### config.mk
export PLATFORM = sky130hd
export DESIGN_NAME = fpa_back
export DESIGN_NICKNAME = d
export VERILOG_FILES = /design/src/design/fpa_pkg.sv /design/src/design/fpa_back.sv
export SDC_FILE = /design/constraint.sdc
export NUM_CORES = 1
export LEC_CHECK = 0
export BUFFER_PORTS_ARGS = -buffer_cell sky130_fd_sc_hd__clkbuf_2
export CAP_MARGIN = 40
export CORE_MARGIN = 2
export CORE_UTILIZATION = 40
export CTS_BUF_LIST = sky130_fd_sc_hd__clkbuf_4
export DETAILED_ROUTE_END_ITERATION = 12
export SLEW_MARGIN = 20
export SYNTH_ARGS = -nofsm -noshare
export SYNTH_HDL_FRONTEND = slang
export SYNTH_SLANG_ARGS = --single-unit
### constraint.sdc
create_clock -name clock -period 9.4 [get_ports clock]
set_input_delay 2.82 -clock clock [delete_from_list [all_inputs] [get_ports clock]]
set_output_delay 2.82 -clock clock [all_outputs]
set_load 0.03 [all_outputs]
### src/design/fpa_pkg.sv
// ----------------------------------------------------------------------------
// fpa_pkg
// Shared types and constants of the Q24.8 fixed-point ALU.
// ----------------------------------------------------------------------------
package fpa_pkg;

   localparam int WordBits = 32;
   localparam int FracBits = 8;
   localparam int NqBits   = WordBits + FracBits + 1;

   localparam logic [WordBits-1:0] MaxVal = {1'b0, {(WordBits-1){1'b1}}};
   localparam logic [WordBits-1:0] MinVal = {1'b1, {(WordBits-1){1'b0}}};

   typedef enum logic [3:0] {
      OP_ADD, OP_SUB, OP_MUL, OP_DIV, OP_GT, OP_LT, OP_GE, OP_LE,
      OP_EQ, OP_NE, OP_MIN, OP_MAX, OP_INC, OP_DEC, OP_TO_INT, OP_FROM_INT
   } op_type;

   typedef struct packed {
      op_type                       op;
      logic                         neg;
      logic [WordBits-1:0]          res;
      logic                         cmp;
      logic                         ovf;
      logic                         dbz;
      logic signed [2*WordBits-1:0] prod;
      logic [WordBits-1:0]          rem;
      logic [NqBits-1:0]            nq;
      logic [WordBits-1:0]          den;
   } stage_type;

endpackage

### src/design/fpa_back.sv
// ----------------------------------------------------------------------------
// fpa_back
// Exit stage: rounds and saturates multiply and divide, holds the response.
// ----------------------------------------------------------------------------
module fpa_back (
   input  logic               clock,
   input  logic               reset,
   input  logic               in_valid,
   output logic               in_ready,
   input  fpa_pkg::stage_type in_data,
   output logic               rsp_valid,
   input  logic               rsp_ready,
   output logic signed [31:0] rsp_result_raw,
   output logic               rsp_compare_true,
   output logic               rsp_overflowed,
   output logic               rsp_divided_by_zero
);

   localparam int W  = fpa_pkg::WordBits;
   localparam int F  = fpa_pkg::FracBits;
   localparam int NQ = fpa_pkg::NqBits;

   logic          valid_ff;
   logic [W-1:0]  res_ff, res_in;
   logic          cmp_ff, ovf_ff, ovf_in, dbz_ff;
   logic          adv;
   logic [2*W-1:0] pm, rm, qm;

   function automatic logic [W:0] sat_m(input logic [2*W-1:0] m, input logic neg);
      logic [W:0] r;
      if (neg) begin
         if (m > {{W{1'b0}}, fpa_pkg::MinVal}) r = {1'b1, fpa_pkg::MinVal};
         else                                  r = {1'b0, W'(-m)};
      end else begin
         if (m > {{W{1'b0}}, fpa_pkg::MaxVal}) r = {1'b1, fpa_pkg::MaxVal};
         else                                  r = {1'b0, m[W-1:0]};
      end
      return r;
   endfunction

   assign adv                 = !valid_ff || rsp_ready;
   assign in_ready            = adv;
   assign rsp_valid           = valid_ff;
   assign rsp_result_raw      = res_ff;
   assign rsp_compare_true    = cmp_ff;
   assign rsp_overflowed      = ovf_ff;
   assign rsp_divided_by_zero = dbz_ff;

   always_comb begin
      pm = in_data.prod[2*W-1] ? (2*W)'(-in_data.prod) : in_data.prod;
      rm = (pm + ((2*W)'(1) << (F-1))) >> F;
      qm = ({{(2*W-NQ){1'b0}}, in_data.nq} + (2*W)'(1)) >> 1;
      case (in_data.op)
         fpa_pkg::OP_MUL: {ovf_in, res_in} = sat_m(rm, in_data.neg);
         fpa_pkg::OP_DIV: begin
            if (in_data.dbz) {ovf_in, res_in} = '0;
            else             {ovf_in, res_in} = sat_m(qm, in_data.neg);
         end
         default: {ovf_in, res_in} = {in_data.ovf, in_data.res};
      endcase
   end

   always_ff @(posedge clock) begin
      if (reset) begin
         valid_ff <= 1'b0;
      end else if (adv) begin
         valid_ff <= in_valid;
      end
      if (adv) begin
         res_ff <= res_in;
         cmp_ff <= in_data.cmp;
         ovf_ff <= ovf_in;
         dbz_ff <= in_data.dbz;
      end
   end

endmodule

==> flow_summary.ini <==
[die]
die_area_um2 = 22900
rows = 53
dieWidth_um = 151
start_util = 0.410
fp.dieH_um = 151
core_um2 = 21200
io-pin-count = 250

[final_layout]
layout-drive-gt1-share = 0.213
layout.nets = 1566
design_area_um2 = 9880
syn_to_final_growth_pct = 13.9

[power]
p_leak_nw = 3.44
vdd_drop_max_uv = 38.6
powerDensity_nw_per_um2 = 68.0
power.total_uw = 672

[timing]
clock.fmax_ghz = 0.123
finClkSkew_ps = 10.1
worst_pin_slew_ps = 826
final_max_slew_viol_count = 0
setup_tns_ps = 0
rsz0062_at_grt = false
fin_crit_sh = 0.863
post-route-min-period_ps = 8110
hold_viol = 0
relSlewSlack = 0.445
setup_violations = 0

[synthesis]
ys_top_cells_by_area = edfxtp_1, xnor2_1, xor2_1
syn-instance-count = 1208
synth.largest_area_cell = edfxtp_1
ys_warn_count = 0
syn-num-nets = 1427
synth_cell_types = 89
async_reset_ff_frac = 0
netlist_area_um2 = 8670
ys_seq_elements = 36
synth_compound_area_frac = 0.255
synth-edff-count = 35
synth.mux.area_fraction = 0.0170
synth-xor-area-share = 0.178
yosys.area_share.simple = 0.367
synth_top_cell_area_share = 0.121
syn-mean-instance-area_um2 = 7.18
synth_sequential_area_ratio = 0.124
synth_top_family_by_area = simple AND/OR/NAND/NOR gates
synthAdderAreaFrac = 0.00866
ys.flop_type = edfxtp_1

[cts]
htreeDepth = 2
clk_latency_ps = 370
post_cts_buffers = 0
cts_hold_buf = 0
cts.sinks = 36
clkTransAtPathRegs_ps = 130
cts_max_path_buffers = 2
cts_buffers = 5
root_buffer = clkbuf_4
cts_resized = 0
cts_tree = built

[route]
wl_met1_um = 13600
met2_length_um = 12500
drt_pass1_iterations = 5
drc = 0
vias_per_cell = 5.99
drtIter0Drc = 552
topRoutingLayerUsed = met4
routedWlPerCell_um = 17.6
vias = 9730
finalWirelength_um = 28500
wl_met3_um = 1890
ant_nets = 0

[setup_path]
cp_max_fo = 31
crit_top_cell = or4_1
worstPathCellList = clkbuf_2, nor4_1, nand4_1, or4_1, a32oi_1, nand4b_1, or4_1, or2_1, or4_1, o21a_1, nor4b_4, nand4bb_1, a211o_1, buf_4, o311ai_1
r2r_slack_ps = 8200
rr_endpoint = rsp_result_raw[4]
slowest_stage = or4_1
required_ps = 9600
cp.arrival_ps = 8310
r2r_start = rsp_valid
cp-start-kind = input pin
crit_type = input pin to flop
slowest_delay_ps = 630
worstRegToRegCells = 2
end_kind = flop

[worst_hold_path]
hold_path_end = rsp_compare_true
worstHoldStart = rsp_valid
worstHoldPathType = flop to flop
whs_path_depth = 2

[global_routing]
grt_pass1_wl_um = 44800
grt_usage = 0.240
grt_max_degree = 76
grt_overflow = 0
grt_pass1_vias = 8608
grt_antenna_before_repair = 1

[place]
dp_hpwl_um = 22600
dpl_cell_area_um2 = 9810
place_congestion = 0.960
io_buffers = 185

[run]
cap_viol_max_count = 0

[status]
status = finished clean
## per-stage QoR
| step | instances | utilization | setup slack [ps] | hold WS [ps] |
|---|---|---|---|---|
| final | 1624 | 0.467 | 1290 | 916 |
| after global routing | 1624 | 0.467 | 868 | 950 |
| after CTS | 1622 | 0.466 | 1300 | 921 |
| after detailed placement | 1614 | 0.464 | 898 | 891 |
| after global placement | 1612 | 0.462 | 951 | 877 |
| after floorplan | 1208 | - | 987 | 1680 |
## routing by layer
metal,GRT usage,vias to the layer above
met5,0,-
met3,0.0139,40
met4,0.0654,0
met1,0.352,4464
met2,0.381,353
li1,-,4873
## logic make-up after synthesis
logic type                 Yosys count
AOI/OAI and AO/OA                  306
xor gates and xnor gates           176
and+or+nand+nor                    564
buffers and inverters              106
adders and majority gates            6
DFF                                 36
muxes                               14
## flip-flops by register name (all words and copies together) (netlist names)
name and cells:
rsp_valid 1, rsp_result_raw 32, rsp_overflowed 1, rsp_divided_by_zero 1
rsp_compare_true 1
## where the power goes
group	total [mW]	internal (mW)	switching [mW]
Combinational	0.378	0.137	0.241
Sequential	0.198	0.192	0.00584
Clock	0.0954	0.0327	0.0627
## synthesized netlist by cell type (6+ instances only)
cell      number
nor2b_1       14
nand3b_1       9
buf_1          8
xor2_1        70
nor2_1        94
o221ai_1      12
nand2b_1      13
o31ai_1       19
ha_1           6
nand3_1       60
mux2_2         6
a221o_1        8
o211ai_2       6
or4_1         18
buf_2          8
and4_1         7
o21a_1         6
xnor2_1      106
a21oi_1       75
o21ai_0       39
o22ai_1       26
nor3_1        48
nor4_1        32
o221ai_2      12
nand2_1      115
or3_1         24
inv_1         29
edfxtp_1      35
a31oi_1       12
and3_1        22
nand4_1       36
clkbuf_1      55
o211ai_1       9
or2_2         16
nand4b_1      10
o41ai_1       19
mux2i_1        8
## area by class of cell
cell class	count	area, um2
antenna	1	2.50
timing repair buffer	209	1130
clock inverter	2	16.3
sequential	36	1070
clock buffer	6	45.0
fill	2208	11300
multi-input combinational	1066	7160
inverter	29	109
tap	275	344
## critical path: cells and delay by family
family / cells / cell delay (ps)
AND/OR/NAND/NOR: 9 / 3740
buffers and inverters: 2 / 440
AO/OA/AOI/OAI: 4 / 1280
## worst max path at each step
stage	startpoint	endpoint	slack [ps]	cells after the start
finish	in_data[124]	rsp_result_raw[16]	1290	15
global route	in_data[124]	rsp_result_raw[16]	870	15
CTS	in_data[124]	rsp_result_raw[16]	1300	15
detailed placement	in_data[124]	rsp_result_raw[16]	900	15
global placement	in_data[124]	rsp_result_raw[16]	950	15
floorplan	in_data[168]	rsp_result_raw[10]	990	23
## cell usage in the layout (no fill, tap or decap), drive strengths merged, types with 5 or more instances in the layout
master,synthesis,routed
clkbuf,55,192
nand2,116,116
xnor2,106,106
nor2,94,94
a21oi,76,76
xor2,70,70
nand3,62,62
nor3,53,53
o21ai,41,41
nor4,41,41
nand4,38,38
edfxtp,35,35
inv,29,29
o22ai,26,26
or3,24,24
o221ai,24,24
buf,22,23
and3,22,22
o41ai,19,19
o31ai,19,19
or4,19,19
or2,19,19
o211ai,15,15
nor2b,14,14
a31oi,14,14
nand2b,13,13
nand4b,11,11
nand3b,9,9
a221o,8,8
mux2i,8,8
and4,7,7
and2,7,7
mux2,6,6
o21a,6,6
ha,6,6
a211oi,5,5
o31a,5,5
a21boi,5,5
Note: power is estimated with default switching activity, not from simulation.
