==> src/design/fpa_pkg.sv <==
// ----------------------------------------------------------------------------
// fpa_pkg
// Shared types and constants of the Q24.8 fixed-point ALU.
// ----------------------------------------------------------------------------
package fpa_pkg;

   localparam int WordBits = 32;
   localparam int FracBits = 8;
   localparam int NqBits   = WordBits + FracBits + 1;

   localparam logic [WordBits-1:0] MaxVal = {1'b0, {(WordBits-1){1'b1}}};
   localparam logic [WordBits-1:0] MinVal = {1'b1, {(WordBits-1){1'b0}}};

   typedef enum logic [3:0] {
      OP_ADD, OP_SUB, OP_MUL, OP_DIV, OP_GT, OP_LT, OP_GE, OP_LE,
      OP_EQ, OP_NE, OP_MIN, OP_MAX, OP_INC, OP_DEC, OP_TO_INT, OP_FROM_INT
   } op_type;

   typedef struct packed {
      op_type                       op;
      logic                         neg;
      logic [WordBits-1:0]          res;
      logic                         cmp;
      logic                         ovf;
      logic                         dbz;
      logic signed [2*WordBits-1:0] prod;
      logic [WordBits-1:0]          rem;
      logic [NqBits-1:0]            nq;
      logic [WordBits-1:0]          den;
   } stage_type;

endpackage

==> src/design/fpa_front.sv <==
// ----------------------------------------------------------------------------
// fpa_front
// Entry stage: decodes the request, computes the results of all but multiply
// and divide, registers the product and loads the divide operands.
// ----------------------------------------------------------------------------
module fpa_front (
   input  logic                           clock,
   input  logic                           reset,
   input  logic                           in_valid,
   output logic                           in_ready,
   input  logic [3:0]                     op,
   input  logic signed [31:0]             a_raw,
   input  logic signed [31:0]             b_raw,
   output logic                           out_valid,
   input  logic                           out_ready,
   output fpa_pkg::stage_type             out_data
);

   localparam int W = fpa_pkg::WordBits;
   localparam int FPA_PAD = fpa_pkg::FracBits;

   logic               valid_ff;
   fpa_pkg::stage_type data_ff, data_in;
   logic               adv;

   logic signed [W:0]  sum, dif, inc, dec;
   logic [W-1:0]       ma, mb, ti;
   logic [W+FPA_PAD:0] fi;

   function automatic logic [W:0] sat_s(input logic [W+FPA_PAD:0] v);
      logic [W:0] r;
      if (v[W+FPA_PAD:W-1] != {(FPA_PAD+2){v[W+FPA_PAD]}})
         r = {1'b1, v[W+FPA_PAD] ? fpa_pkg::MinVal : fpa_pkg::MaxVal};
      else
         r = {1'b0, v[W-1:0]};
      return r;
   endfunction

   assign adv       = !valid_ff || out_ready;
   assign in_ready  = adv;
   assign out_valid = valid_ff;
   assign out_data  = data_ff;

   always_comb begin
      sum = {a_raw[W-1], a_raw} + {b_raw[W-1], b_raw};
      dif = {a_raw[W-1], a_raw} - {b_raw[W-1], b_raw};
      inc = {a_raw[W-1], a_raw} + (W+1)'(1);
      dec = {a_raw[W-1], a_raw} - (W+1)'(1);
      ma  = a_raw[W-1] ? W'(-a_raw) : a_raw;
      mb  = b_raw[W-1] ? W'(-b_raw) : b_raw;
      ti  = ma >> FPA_PAD;
      fi  = {b_raw[W-1], b_raw, {FPA_PAD{1'b0}}};

      data_in      = '0;
      data_in.op   = fpa_pkg::op_type'(op);
      data_in.neg  = a_raw[W-1] ^ b_raw[W-1];
      data_in.prod = (2*W)'(a_raw) * (2*W)'(b_raw);
      data_in.nq   = {ma, {(FPA_PAD+1){1'b0}}};
      data_in.den  = mb;
      case (fpa_pkg::op_type'(op))
         fpa_pkg::OP_ADD: {data_in.ovf, data_in.res} = sat_s({{FPA_PAD{sum[W]}}, sum});
         fpa_pkg::OP_SUB: {data_in.ovf, data_in.res} = sat_s({{FPA_PAD{dif[W]}}, dif});
         fpa_pkg::OP_INC: {data_in.ovf, data_in.res} = sat_s({{FPA_PAD{inc[W]}}, inc});
         fpa_pkg::OP_DEC: {data_in.ovf, data_in.res} = sat_s({{FPA_PAD{dec[W]}}, dec});
         fpa_pkg::OP_DIV: data_in.dbz = (b_raw == '0);
         fpa_pkg::OP_GT:  data_in.cmp = (a_raw >  b_raw);
         fpa_pkg::OP_LT:  data_in.cmp = (a_raw <  b_raw);
         fpa_pkg::OP_GE:  data_in.cmp = (a_raw >= b_raw);
         fpa_pkg::OP_LE:  data_in.cmp = (a_raw <= b_raw);
         fpa_pkg::OP_EQ:  data_in.cmp = (a_raw == b_raw);
         fpa_pkg::OP_NE:  data_in.cmp = (a_raw != b_raw);
         fpa_pkg::OP_MIN: data_in.res = (a_raw < b_raw) ? a_raw : b_raw;
         fpa_pkg::OP_MAX: data_in.res = (a_raw > b_raw) ? a_raw : b_raw;
         fpa_pkg::OP_TO_INT: data_in.res = a_raw[W-1] ? W'(-ti) : ti;
         fpa_pkg::OP_FROM_INT: {data_in.ovf, data_in.res} = sat_s(fi);
         default: data_in.res = '0;
      endcase
   end

   always_ff @(posedge clock) begin
      if (reset) begin
         valid_ff <= 1'b0;
      end else if (adv) begin
         valid_ff <= in_valid;
      end
      if (adv) begin
         data_ff <= data_in;
      end
   end

endmodule

==> config.mk <==
export PLATFORM = sky130hd
export DESIGN_NAME = fpa_front
export DESIGN_NICKNAME = d
export VERILOG_FILES = /design/src/design/fpa_pkg.sv /design/src/design/fpa_front.sv
export SDC_FILE = /design/constraint.sdc
export NUM_CORES = 2
export LEC_CHECK = 0
export BUFFER_PORTS_ARGS = -buffer_cell sky130_fd_sc_hd__buf_2
export CORE_MARGIN = 10
export CORE_UTILIZATION = 42
export CTS_BUF_LIST = sky130_fd_sc_hd__clkbuf_2 sky130_fd_sc_hd__clkbuf_4 sky130_fd_sc_hd__clkbuf_8
export DETAILED_ROUTE_END_ITERATION = 10
export HOLD_SLACK_MARGIN = 0.1
export SLEW_MARGIN = 20
export SYNTH_ARGS = -nofsm -noshare
export SYNTH_HDL_FRONTEND = slang
export SYNTH_SLANG_ARGS = --single-unit
==> constraint.sdc <==
create_clock -name clock -period 11.3 [get_ports clock]
set_clock_uncertainty 0.15 [all_clocks]
set_input_delay 0 -clock clock [delete_from_list [all_inputs] [get_ports clock]]
set_output_delay 0 -clock clock [all_outputs]
set_load 0.02 [all_outputs]
==> insert_results.sql <==
INSERT INTO impl_metrics (metric_group, metric, value, unit) VALUES
('global_routing', 'grt_first_pass_wirelength', '282400', 'um'),
('clock_tree', 'post_cts.resized_instances', '0', ''),
('placed_design', 'port_buffers', '241', ''),
('critical_path', 'critical_path_buf_inv_count', '4', ''),
('critical_path', 'timing.setup.critical_path_class', 'input port to flip-flop', ''),
('timing', 'finalHoldViolations', '0', ''),
('detailed_routing', 'dr.pass1.iters', '8', ''),
('clock_tree', 'clock_tree_from_tritoncts', 'done', ''),
('timing', 'slew_viol_final', '0', ''),
('clock_tree', 'post-cts-setup-buffer-count', '0', ''),
('worst_hold_path', 'min_from', 'a_raw[2]', ''),
('global_routing', 'globalRouteTotalUtil', '0.2742', ''),
('placed_design', 'place.detailed.hpwl', '145600', 'um'),
('timing', 'finalSetupTns', '0', 'ps'),
('critical_path', 'critical_path.reg2reg.startpoint', 'out_valid', ''),
('detailed_routing', 'avgViaCountPerCell', '5.640', ''),
('synthesis', 'share_of_flip_flops_with_an_asynchronous_set_or_reset_after_synthesis', '0', ''),
('timing', 'slew-limit-headroom', '0.2281', ''),
('timing', 'setup_viol', '0', ''),
('synthesis', 'ys.flop_type', 'edfxtp_1', ''),
('synthesis', 'postSynthRegisterBits', '169', ''),
('synthesis', 'ys_top_cells_by_area', 'fa_1 42%, edfxtp_1 9.9%, inv_1 7.6%, ha_1 6.2%, and2_1 5.2%', ''),
('synthesis', 'yosysUniqueCellTypes', '92', ''),
('global_routing', 'grt_start_max_net_pins', '68', ''),
('timing', 'timing_worst_slew_pin_value', '1158', 'ps'),
('critical_path', 'ff2ff_setup_slack', '8900', 'ps'),
('synthesis', 'number_of_enable_flip_flop_cells_after_synthesis', '168', ''),
('finish', 'stdcell_area', '54760', 'sq um'),
('finish', 'area.growth.synth_to_final', '6.968', '%'),
('synthesis', 'cell_count_after_synthesis', '5692', ''),
('run', 'drv.max_cap_violation_count', '0', ''),
('global_routing', 'number_of_antenna_violations_at_the_first_check_in_global_routing', '13', ''),
('synthesis', 'synth_top_area_cell', 'fa_1', ''),
('floorplanning', 'die-width', '369.1', 'um'),
('critical_path', 'crit_arrival', '9890', 'ps'),
('critical_path', 'critical-path-max-stage-delay', '1120', 'ps'),
('placed_design', 'place_area', '53760', 'sq um'),
('floorplanning', 'overall_die_height', '369.1', 'um'),
('global_routing', 'grt_pass1_vias', '43740', ''),
('worst_hold_path', 'hold_end', 'out_data[43]', ''),
('placed_design', 'gp_routability_congestion', '0.9820', ''),
('global_routing', 'grt.overflow.total', '0', ''),
('critical_path', 'critPathTopFamily', 'adder cells', ''),
('critical_path', 'setup.worst_path.start_class', 'input port', ''),
('clock_tree', 'clk_latency', '620', 'ps'),
('floorplanning', 'die_area', '136300', 'sq um'),
('outcome', 'result_of_the_run', 'completed', ''),
('detailed_routing', 'detailroute.via_count', '41720', ''),
('critical_path', 'critical_path.most_common_cell', 'fa_1', ''),
('detailed_routing', 'drc_errors', '0', ''),
('timing', 'grt_setup_unrepaired', 'no', ''),
('detailed_routing', 'first_iter_violations', '4014', ''),
('finish', 'fin_nets', '7161', ''),
('floorplanning', 'floorplan.core_area', '121400', 'sq um'),
('clock_tree', 'clock-root-buffer', 'clkbuf_8', ''),
('clock_tree', 'clock_tree.htree_level_count', '4', ''),
('clock_tree', 'cts.reportedPaths.clkPinSlew', '130', 'ps'),
('synthesis', 'synth_area', '51200', 'sq um'),
('synthesis', 'yosys.area.top_type_share', '0.4239', ''),
('clock_tree', 'cts-root-to-sink-buffers', '2', ''),
('detailed_routing', 'detail-route-antenna-nets', '0', ''),
('worst_hold_path', 'holdCritPathClass', 'input port to flip-flop', ''),
('timing', 'timing.final.crit_period', '9642', 'ps'),
('worst_hold_path', 'timing.hold.worst_path_depth', '3', ''),
('timing', 'worst_slack', '1658', 'ps'),
('placed_design', 'place_worst_setup_slack', '1553', 'ps'),
('critical_path', 'cp_max_fo', '11', ''),
('synthesis', 'yosysWarnings', '0', ''),
('critical_path', 'crit_path_end_kind', 'flip-flop', ''),
('finish', 'drive_above_1_share', '0.07564', ''),
('clock_tree', 'numClockSinks', '169', '');
[cell usage after synthesis, drive strengths merged, types with 14 or more instances]
master,count
nand2b,23
o221ai,14
xnor2,196
and2,427
a21oi,195
nand2,646
nand4,44
clkbuf,324
nor2,289
o31ai,21
fa,1084
mux2i,24
nor4,23
a31oi,24
o211ai,35
and3,27
o21bai,19
buf,89
xor2,68
o21ai,205
inv,1042
or3,22
nor3,62
edfxtp,168
ha,254
nand3,67
or4,17
o2111ai,18
a21o,53
o21a,18
a211oi,19
[metrics by stage]
stage,util,std cells,hold slack [ps]
after floorplan,-,5732,-80.93
after global placement,0.4427,7299,7.564
after detailed placement,0.4429,7300,9.528
after CTS,0.4510,7389,125.9
after global routing,0.4510,7393,151.4
final,0.4511,7397,174.0
[worst register-to-register path: stages, from the launching register on]
cell and delay [ps]:
dfxtp_1 340, nand2b_4 60, buf_4 660, buf_4 740
[how the worst max path moves through the flow]
stage / slack (ps) / from / end / cells past startpoint
after floorplan: 1630 / a_raw[31] / out_data[168] / 30
after global placement: 720 / b_raw[4] / out_data[168] / 22
after detailed placement: 1550 / a_raw[13] / out_data[162] / 28
after CTS: 1710 / a_raw[15] / out_data[162] / 26
after global routing: 1270 / b_raw[3] / out_data[167] / 24
final: 1660 / b_raw[0] / out_data[167] / 24
[cells by family (layout without fill, tap and decap cells)]
logic type                 count (synthesis)  count (layout)  share of synthesized area
xor gates and xnor gates                 264             264                    0.04516
DFF                                      169             169                    0.09893
buffers and inverters                   1463            1495                     0.1108
adders and majority gates               1338            1338                     0.4859
other                                      1              49                 0.00007325
AOI/OAI and AO/OA                        727             727                    0.09079
and+or+nand+nor                         1700            1700                     0.1623
muxes                                     30              30                   0.006012
[cell usage in the layout (no fill, tap or decap), types with 26 or more instances in the layout]
| cell type | instances |
|---|---|
| inv_1 | 1039 |
| nand3_1 | 67 |
| nand4_1 | 44 |
| o21ai_0 | 201 |
| dlygate4sd3_1 | 57 |
| and3_1 | 26 |
| nor2_1 | 287 |
| ha_1 | 254 |
| fa_1 | 1084 |
| conb_1 | 41 |
| buf_2 | 240 |
| nor3_1 | 58 |
| xor2_1 | 68 |
| a21oi_1 | 194 |
| and2_1 | 427 |
| nand2_1 | 645 |
| xnor2_1 | 196 |
| edfxtp_1 | 168 |
| o211ai_1 | 35 |
| a21o_1 | 53 |
| buf_4 | 116 |
[sequential cells by signal (all words and copies together) (netlist names)]
name / flops
out_data: 168
out_valid: 1
[routing by layer]
layer / track usage / share of wire / wire (um) / vias to the layer above
li1: - / - / - / 17680
met1: 0.3610 / 0.39 / 72770 / 21330
met2: 0.4303 / 0.45 / 83950 / 2200
met3: 0.06207 / 0.099 / 18210 / 501
met4: 0.1223 / 0.053 / 9844 / 8
met5: 0 / 0.00024 / 44 / -
[area by class of cell]
class                           count  area, sq um
Fill cell                       12050        66630
Multi-Input combinational cell   4100        40650
Sequential cell                   169         5065
Inverter                         1050         3941
Timing Repair Buffer              413         2643
Tap cell                         1625         2033
Clock buffer                       17        234.0
Clock inverter                     15        177.7
Antenna cell                        8        20.02
[what timing repair did]
item	in CTS	in global routing
endpoints found under the setup margin	0	0
hold buffers	57	0
hold endpoints to repair	121	0
Power is left out: the tool's default activity adds up to more than one toggle a clock period on the data nets, which glitch-free logic cannot reach.
