`src/design/fpa_pkg.sv`:
```
// ----------------------------------------------------------------------------
// fpa_pkg
// Shared types and constants of the Q24.8 fixed-point ALU.
// ----------------------------------------------------------------------------
package fpa_pkg;

   localparam int WordBits = 32;
   localparam int FracBits = 8;
   localparam int NqBits   = WordBits + FracBits + 1;

   localparam logic [WordBits-1:0] MaxVal = {1'b0, {(WordBits-1){1'b1}}};
   localparam logic [WordBits-1:0] MinVal = {1'b1, {(WordBits-1){1'b0}}};

   typedef enum logic [3:0] {
      OP_ADD, OP_SUB, OP_MUL, OP_DIV, OP_GT, OP_LT, OP_GE, OP_LE,
      OP_EQ, OP_NE, OP_MIN, OP_MAX, OP_INC, OP_DEC, OP_TO_INT, OP_FROM_INT
   } op_type;

   typedef struct packed {
      op_type                       op;
      logic                         neg;
      logic [WordBits-1:0]          res;
      logic                         cmp;
      logic                         ovf;
      logic                         dbz;
      logic signed [2*WordBits-1:0] prod;
      logic [WordBits-1:0]          rem;
      logic [NqBits-1:0]            nq;
      logic [WordBits-1:0]          den;
   } stage_type;

endpackage

```
`src/design/fpa_div_cell.sv`:
```
// ----------------------------------------------------------------------------
// fpa_div_cell
// One divider cell: one restoring quotient bit, then hand on to the next.
// ----------------------------------------------------------------------------
module fpa_div_cell (
   input  logic               clock,
   input  logic               reset,
   input  logic               in_valid,
   output logic               in_ready,
   input  fpa_pkg::stage_type in_data,
   output logic               out_valid,
   input  logic               out_ready,
   output fpa_pkg::stage_type out_data
);

   localparam int W  = fpa_pkg::WordBits;
   localparam int NQ = fpa_pkg::NqBits;

   logic               valid_ff;
   fpa_pkg::stage_type data_ff, data_in;
   logic               adv;
   logic [W:0]         trial, diff;
   logic               ge;

   assign adv       = !valid_ff || out_ready;
   assign in_ready  = adv;
   assign out_valid = valid_ff;
   assign out_data  = data_ff;

   always_comb begin
      trial   = {in_data.rem, in_data.nq[NQ-1]};
      diff    = trial - {1'b0, in_data.den};
      ge      = (trial >= {1'b0, in_data.den});
      data_in = in_data;
      data_in.rem = ge ? diff[W-1:0] : trial[W-1:0];
      data_in.nq  = {in_data.nq[NQ-2:0], ge};
   end

   always_ff @(posedge clock) begin
      if (reset) begin
         valid_ff <= 1'b0;
      end else if (adv) begin
         valid_ff <= in_valid;
      end
      if (adv) begin
         data_ff <= data_in;
      end
   end

endmodule

```
`config.mk`:
```
export PLATFORM = sky130hd
export DESIGN_NAME = fpa_div_cell
export DESIGN_NICKNAME = d
export VERILOG_FILES = /design/src/design/fpa_pkg.sv /design/src/design/fpa_div_cell.sv
export SDC_FILE = /design/constraint.sdc
export NUM_CORES = 1
export LEC_CHECK = 0
export BUFFER_PORTS_ARGS = -buffer_cell sky130_fd_sc_hd__buf_2
export CORE_AREA = 2 2 166 168
export CTS_CLUSTER_DIAMETER = 120
export DETAILED_ROUTE_END_ITERATION = 8
export DIE_AREA = 0 0 168 170
export GPL_TIMING_DRIVEN = 0
export SETUP_SLACK_MARGIN = 0.15
export SLEW_MARGIN = 25
export SYNTH_ARGS = -nofsm -noshare
export SYNTH_HDL_FRONTEND = slang
export SYNTH_SLANG_ARGS = --single-unit
export TNS_END_PERCENT = 1
```
`constraint.sdc`:
```
create_clock -name clock -period 5.8 [get_ports clock]
set_input_delay 0 -clock clock [delete_from_list [all_inputs] [get_ports clock]]
set_output_delay 0 -clock clock [all_outputs]
set_load 0.02 [all_outputs]
```
==> impl_metrics.toml, run 1 <==
[timing]
relSlewSlack_pct = 57.3
setup_violations = 0
rsz0062_at_grt = "false"
worstMarginPinSlew_ns = 0.636
slew_viol_final = 0
hold_violations = 0
tns_ns = 0
max_freq_mhz = 253
period_share_pct = 68.3
holdWs_ns = 0.191
fin_ws_ns = 1.84
fin_skew_ns = 0.0169
fin_crit_ns = 3.96

[route]
vias_per_cell = 4.62
route.vias.total = 7293
ant_nets = 0
drt_iter0_drc = 493
drc = 0
routed_wl_mm = 31.0
wl_per_cell_microns = 19.6
drt_pass1_iterations = 4

[placed_design]
port_buffers = 423
place.gp.congestion = 0.821
post-place-ws_ns = 2.17
dp_hpwl_mm = 22.1
dp.cells = 1322

[critical_path]
crit_slowest_cell = "dlygate4sd3_1"
end_kind = "flip-flop"
crit_type = "input port to flip-flop"
path_cells = "dlygate4sd3_1 -> buf_2 -> inv_1 -> ha_1 -> clkbuf_1 -> nand4_1 -> or4_1 -> a21oi_1 -> nor3_1 -> a211oi_2 -> o21ai_2 -> o31ai_4 -> buf_2 -> o22ai_1 -> dlygate4sd3_1"
r2r_cells = 4
cp-start-kind = "input port"
cp_max_fo = 10
timing.rr.start = "out_valid$_SDFFE_PP0P_"
rrSetupSlack_ns = 3.99
worst_r2r_endpoint = "out_valid$_SDFFE_PP0P_"
cp_top_family = "buffers and inverters"
cp_num_buf_inv = 6
critical_path_arrival_ns = 4.23
required_ns = 6.07
slowest_delay_ns = 0.56

[global_route]
grt_overflow_total = 0
grt_pass1_wl_mm = 44.6
antenna_found_initial = 9
grt_max_degree = 50
track_usage_pct = 20.6
grt_pass1_vias = 7393

[worst_hold_path]
min_from = "in_data[201]"
hold_class = "input port to flip-flop"
whs_path_depth = 2
holdPathEnd = "out_data[201]$_DFFE_PP_"

[power]
p_leak_nw = 6.20
powerDensity_mw_per_mm2 = 293
peakVddDrop_mv = 0.173

[floorplan]
die_y_microns = 170
rows = 60
pin_count = 424
design.core.area_sq_mm = 0.0267
dieArea_sq_mm = 0.0286
die_w_microns = 168
start_util_pct = 31.9

[cts]
cts_root_buf = "clkbuf_16"
cts_tree = "yes"
cts_inserted_buffers = 25
cts_num_sinks = 210
htreeDepth = 1
cts_setup_buffers = 0
worstSkewPairLatency_ns = 0.52
clk_pin_slew_ns = 0.06
clock_path_buffers = 3

[logic_synthesis]
synth_area_leader_cell = "edfxtp_1"
yosys-top-cells-area = "edfxtp_1 74%, ha_1 4.7%, a21oi_1 3.3%"
yosys_warnings = 0
yosysSeqAreaShare_pct = 74.1
synth_commonest_cells = "209 x edfxtp_1, 56 x a21oi_1, 39 x inv_1, 37 x nor2_1, 32 x ha_1"
syn_area_sq_mm = 0.00850
yosysMostFrequentCell = "edfxtp_1"
syn_nets = 800
synth_edf_count = 209
yosys.area.top_type_share_pct = 73.8
ys_ff_latch = 210
synthFlopType = "edfxtp_1"
synth_cell_types = 48
synthArstFlopShare_pct = 0
synth_cells = 554
postSynthAreaPerCell_sq_um = 15.3

[finish]
area_growth_pct = 64.3
drive_above_1_share_pct = 38.6
nets = 1465
layoutNonFillerInstCount = 1580

[flow_run]
cap_violations = 0

[outcome]
status = "complete, no violations"
[metrics by stage]
step	util, %	total power [mW]	instance area [sq um]
after CTS	52.4	4.13	14000
after global placement	41.4	2.61	11000
after global routing	52.4	4.26	14000
after floorplan	-	2.32	8500
final	52.4	4.09	14000
after detailed placement	41.8	2.61	11100
[worst register-to-register path, stage by stage (launching register included)]
cell           delay [ns]
dfxtp_1              0.33
nand2b_4             0.39
buf_12               0.30
a21oi_1              0.12
dlygate4sd3_1        0.56
[area by class of cell]
cell class                      instances  area (sq um)
Antenna cell                            5          12.5
Buffer                                 15          72.6
Clock buffer                           34           659
Clock inverter                          8          38.8
Fill cell                            2253         12700
Inverter                               39           146
Multi-Input combinational cell        290          1990
Sequential cell                       210          6300
Tap cell                              341           427
Timing Repair Buffer                  638          4320
[layout by cell type (no fill, tap or decap), types with 3 or more instances in the layout]
| cell type | instances |
|---|---|
| clkinv_2 | 4 |
| mux2_1 | 4 |
| ha_1 | 32 |
| a21oi_1 | 56 |
| nand4_1 | 7 |
| nand3_1 | 8 |
| diode_2 | 5 |
| buf_4 | 3 |
| mux2_2 | 6 |
| a21o_1 | 13 |
| clkinv_1 | 3 |
| o21a_1 | 6 |
| nor2_1 | 37 |
| dlygate4sd3_1 | 211 |
| nand2_1 | 28 |
| xor2_1 | 12 |
| o21bai_1 | 3 |
| edfxtp_1 | 209 |
| nor4_1 | 4 |
| a211oi_1 | 3 |
| buf_2 | 427 |
| clkbuf_1 | 17 |
| o21ai_0 | 15 |
| o211ai_1 | 4 |
| inv_1 | 39 |
| clkbuf_16 | 25 |
| nand2b_1 | 4 |
| xnor2_1 | 15 |
[power breakdown]
| group | switching (mW) | total [mW] | leakage (nW) | internal, mW |
|---|---|---|---|---|
| Combinational | 0.494 | 0.845 | 3.70 | 0.351 |
| Clock | 0.595 | 1.38 | 0.339 | 0.787 |
| Sequential | 0.0334 | 1.86 | 2.17 | 1.83 |
| Total | 1.12 | 4.09 | 6.20 | 2.97 |
[how the worst max path moves through the flow]
| stage | startpoint | to | slack (ns) | depth (start not counted) |
|---|---|---|---|---|
| detailed placement | in_data[18] | out_data[100]$_DFFE_PP_ | 2.17 | 14 |
| CTS | in_data[18] | out_data[102]$_DFFE_PP_ | 1.81 | 15 |
| global route | in_data[18] | out_data[102]$_DFFE_PP_ | 1.55 | 15 |
| finish | in_data[18] | out_data[102]$_DFFE_PP_ | 1.84 | 15 |
| global placement | out_ready | in_ready | 1.28 | 3 |
| floorplan | out_valid$_SDFFE_PP0P_ | out_data[0]$_DFFE_PP_ | 2.34 | 1 |
[per-layer routing]
layer,wire (microns),up-vias,GRT usage (%)
met4,1520,4,9.11
met2,15400,333,36.2
met1,12000,3449,23.9
met3,2180,77,5.28
met5,27,-,0
li1,-,3430,-
[logic make-up after synthesis]
kind of cell | after synthesis | synth area share [%]
flops | 210 | 74.1
compound gates | 119 | 8.79
simple gates | 99 | 5.27
buf+inv | 54 | 2.58
fa+ha+maj | 33 | 4.95
xor+xnor | 27 | 2.78
mux | 12 | 1.56
[state kept, by name, indices dropped and copies added, names as in the netlist]
name / cells
out_valid: 1
out_data: 209
[timing repair]
action / in CTS / in global routing
hold endpoints to repair: 209 / 0
gates resized for setup: 0 / 0
hold buffers: 211 / 0
Note: power is estimated with default switching activity, not from simulation.
==> inputs of run 2 (changes only) <==
clock period = 3.7 ns   (was 5.8 ns; I/O delays follow)
==> impl_metrics.toml, run 2 (same netlist as run 1, synthesis figures left out) <==
[finish]
drive_above_1_share_pct = 38.8
area_growth_pct = 64.9
layoutNonFillerInstCount = 1584
nets = 1468
layout_common_cells = "427 x buf_2, 211 x dlygate4sd3_1, 209 x edfxtp_1"
finalInstanceArea_sq_mm = 0.0140
largest_reg_flops = 209
final_common_cell = "buf_2"
final_core_util_pct = 52.6

[cts]
cts_num_sinks = 210
clk_pin_slew_ns = 0.05
clock_path_buffers = 3
worstSkewPairLatency_ns = 0.52
htreeDepth = 1
cts_root_buf = "clkbuf_16"
cts_inserted_buffers = 25
cts_tree = "yes"

[timing]
worstMarginPinSlew_ns = 0.540
tns_ns = 0
rsz0062_at_grt = "true"
fin_ws_ns = 0.288
holdWs_ns = 0.191
setup_violations = 0
fin_crit_ns = 3.41
relSlewSlack_pct = 63.7
max_freq_mhz = 293
period_share_pct = 92.2
fin_skew_ns = 0.0168
slew_viol_final = 0
hold_violations = 0

[route]
vias_per_cell = 4.61
routed_wl_mm = 31.0
ant_nets = 0
drt_pass1_iterations = 4
drc = 0
drt_iter0_drc = 480
route.vias.total = 7310
wl_per_cell_microns = 19.5

[global_route]
grt_overflow_total = 0
grt_pass1_vias = 7402
antenna_found_initial = 10
track_usage_pct = 20.6
grt_pass1_wl_mm = 44.6
grt_max_degree = 50

[critical_path]
cp-start-kind = "input port"
end_kind = "flip-flop"
startpoint = "in_data[0]"
timing.rr.start = "out_valid$_SDFFE_PP0P_"
crit_end = "out_data[103]$_DFFE_PP_"
cp_max_fo = 3
slowest_delay_ns = 0.54
critPathMostFrequentCell = "a21oi_1"
crit_type = "input port to flip-flop"
worst_r2r_endpoint = "out_valid$_SDFFE_PP0P_"
path_cells = "dlygate4sd3_1 -> buf_2 -> ha_1 -> fa_1 -> nand2b_1 -> a21oi_1 -> o2111ai_1 -> o311a_1 -> a21oi_1 -> a21oi_1 -> o41ai_2 -> xor2_1 -> mux2_1"
crit_slowest_cell = "dlygate4sd3_1"
critical_path_arrival_ns = 3.68
required_ns = 3.96
cp_num_buf_inv = 2
cp_top_family = "compound AO/OA/AOI/OAI gates"
rrSetupSlack_ns = 1.89
path_depth = 13
r2r_cells = 4

[power]
p_leak_nw = 6.23
finalPower_mw = 6.42
powerDensity_mw_per_mm2 = 458
peakVddDrop_mv = 0.271

[placed_design]
dp.cells = 1322
post-place-ws_ns = 0.0745
dp_hpwl_mm = 22.1
dpl-instance-area_sq_mm = 0.0111
port_buffers = 423
place.gp.congestion = 0.821

[flow_run]
cap_violations = 0

[outcome]
status = "complete, no violations"

[floorplan]
start_util_pct = 31.9
die_y_microns = 170
design.core.area_sq_mm = 0.0267
pin_count = 424
rows = 60
dieArea_sq_mm = 0.0286
die_w_microns = 168

[worst_hold_path]
hold_class = "input port to flip-flop"
[run 2: changes by cell type in the layout (fill, tap and decap cells not counted)]
cell | previous run | this run
o41ai_2 | 0 | 1
diode_2 | 5 | 6
buf_4 | 3 | 5
o41ai_1 | 2 | 1
buf_12 | 2 | 3
[run 2: metal layers]
metal	up-vias	GRT usage (%)	routed length (microns)	share of wire [%]
li1	3437	-	-	-
met4	6	9.30	1610	5.2
met2	322	36.1	15200	49
met5	-	0	41	0.13
met1	3459	23.8	11900	39
met3	86	5.28	2200	7.1
[run 2: worst register-to-register path: stages, from the launching register on]
cell and delay [ns]:
dfxtp_1 0.33, nand2b_4 0.39, buf_12 0.30, a21oi_1 0.11, dlygate4sd3_1 0.56
[run 2: final cells by class]
type	count	area [sq um]
Antenna cell	6	15.0
Buffer	15	72.6
Clock buffer	34	659
Clock inverter	8	38.8
Fill cell	2246	12600
Inverter	39	146
Multi-Input combinational cell	290	2000
Sequential cell	210	6300
Tap cell	341	427
Timing Repair Buffer	641	4360
[run 2: what timing repair did]
item / in CTS / in global routing
gates resized for setup: 0 / 1
endpoints found under the hold margin: 209 / 0
setup endpoints to repair: 0 / 25
setup buffers: 0 / 3
hold buffers: 211 / 0
[run 2: where the power goes]
| part | internal [mW] | switching (mW) | total, mW | leakage (nW) |
|---|---|---|---|---|
| registers | 2.87 | 0.0520 | 2.92 | 2.17 |
| clock network | 1.23 | 0.935 | 2.17 | 0.339 |
| logic | 0.554 | 0.775 | 1.33 | 3.72 |
[run 2: worst min path at each step]
stage	depth (start not counted)	start	end
4_1_cts	2	in_data[105]	out_data[105]$_DFFE_PP_
2_1_floorplan	1	reset	out_valid$_SDFFE_PP0P_
6_report	2	in_data[201]	out_data[201]$_DFFE_PP_
3_5_place_dp	2	reset	out_valid$_SDFFE_PP0P_
3_3_place_gp	2	reset	out_valid$_SDFFE_PP0P_
5_1_grt	2	in_data[176]	out_data[176]$_DFFE_PP_
==> inputs of run 3 (changes only) <==
RECOVER_POWER = 100   (was not set)
==> impl_metrics.toml, run 3 (same netlist as run 1, synthesis figures left out) <==
[placed_design]
port_buffers = 423
dp.cells = 1322
dp_hpwl_mm = 22.1
place.gp.congestion = 0.821

[floorplan]
die_y_microns = 170
design.core.area_sq_mm = 0.0267
dieArea_sq_mm = 0.0286
start_util_pct = 31.9
rows = 60
die_w_microns = 168
pin_count = 424

[cts]
cts_tree = "yes"
htreeDepth = 1
clock_path_buffers = 3
worstSkewPairLatency_ns = 0.52
cts_num_sinks = 210
cts_inserted_buffers = 25
cts_root_buf = "clkbuf_16"
clk_pin_slew_ns = 0.05

[finish]
seq_area_sq_mm = 0.00630
layout_common_cells = "270 x clkbuf_1, 211 x dlygate4sd3_1, 209 x edfxtp_1"
area_growth_pct = 60.6
layoutNonFillerInstCount = 1584
nets = 1468
drive_above_1_share_pct = 18.2
n_fill_cell = 2379
multiInputGateArea_sq_mm = 0.00199
final_common_cell = "clkbuf_1"
largest_reg_flops = 209

[critical_path]
startpoint = "in_data[0]"
cp-start-kind = "input port"
crit_type = "input port to flip-flop"
cp_max_fo = 3
end_kind = "flip-flop"
required_ns = 3.96
critical_path_arrival_ns = 3.75
timing.rr.start = "out_valid$_SDFFE_PP0P_"

[timing]
holdWs_ns = 0.193
tns_ns = 0
rsz0062_at_grt = "true"
setup_violations = 0
max_freq_mhz = 287
slew_viol_final = 32
relSlewSlack_pct = -8.66
fin_skew_ns = 0.0152
fin_crit_ns = 3.49
period_share_pct = 94.3
hold_violations = 0
worstMarginPinSlew_ns = 1.63

[outcome]
violations = "capacitance limit, slew limit"
status = "finished with violations"

[route]
ant_nets = 0
route.vias.total = 7241
drt_pass1_iterations = 4
vias_per_cell = 4.57
routed_wl_mm = 30.9
drt_iter0_drc = 416
wl_per_cell_microns = 19.5
drc = 0

[power]
p_leak_nw = 5.52
peakVddDrop_mv = 0.272
powerDensity_mw_per_mm2 = 465
finalPower_mw = 6.35

[global_route]
grt_pass1_wl_mm = 44.6
grt_max_degree = 50
grt_overflow_total = 0
grt_pass1_vias = 7402
track_usage_pct = 20.6
antenna_found_initial = 10

[worst_hold_path]
hold_class = "input port to flip-flop"
min_from = "in_data[201]"

[flow_run]
cap_violations = 1
-- run 3: path summary, 6_finish.rpt --
| check | endpoint | slack [ns] | cells past startpoint |
|---|---|---|---|
| min reg2reg | out_data[203]$_DFFE_PP_ | 1.59 | 1 |
| max reg2reg | out_valid$_SDFFE_PP0P_ | 0.38 | 4 |
| min | out_data[201]$_DFFE_PP_ | 0.19 | 2 |
| max | out_data[103]$_DFFE_PP_ | 0.21 | 13 |
-- run 3: area by class of cell --
class | instances | share of cell area [%]
Inverter | 39 | 1.07
Buffer | 15 | 0.504
Clock inverter | 8 | 0.284
Antenna cell | 6 | 0.110
Tap cell | 341 | 3.13
Timing Repair Buffer | 641 | 29.4
Multi-Input combinational cell | 290 | 14.6
Sequential cell | 210 | 46.1
Clock buffer | 34 | 4.83
-- run 3: power by group --
| group | switching, mW | leakage (nW) | internal [mW] |
|---|---|---|---|
| Sequential | 0.0577 | 2.17 | 2.87 |
| Clock | 0.932 | 0.339 | 1.23 |
| Combinational | 0.774 | 3.01 | 0.484 |
-- run 3: worst max-delay path, stage by stage --
cell,delay (ns)
dlygate4sd3_1,0.55
clkbuf_1,0.17
ha_1,0.26
fa_1,0.40
nand2b_1,0.18
a21oi_1,0.20
o2111ai_1,0.24
o311a_1,0.40
a21oi_1,0.36
a21oi_1,0.27
o41ai_2,0.31
xor2_1,0.11
mux2_1,0.30
-- run 3: metal layers --
layer / global-route usage, % / wire, microns
met5: 0 / 27
met4: 9.30 / 1500
met3: 5.28 / 2130
met2: 36.1 / 15300
met1: 23.8 / 11900
-- run 3: stage by stage --
stage               area (sq um)  utilization (%)  setup WS (ns)
finish                     13700             51.2          0.212
global route               13600             51.2         0.0648
CTS                        14000             52.4          0.197
detailed placement         11100             41.8         0.0745
global placement           11000             41.4         -0.820
floorplan                   8500                -          0.243
-- run 3: what timing repair did --
| action | CTS | global route |
|---|---|---|
| endpoints found under the setup margin | 0 | 25 |
| buffers inserted | 0 | 3 |
| resized for setup | 0 | 1 |
| endpoints found under the hold margin | 209 | 0 |
| hold buffers | 211 | 0 |
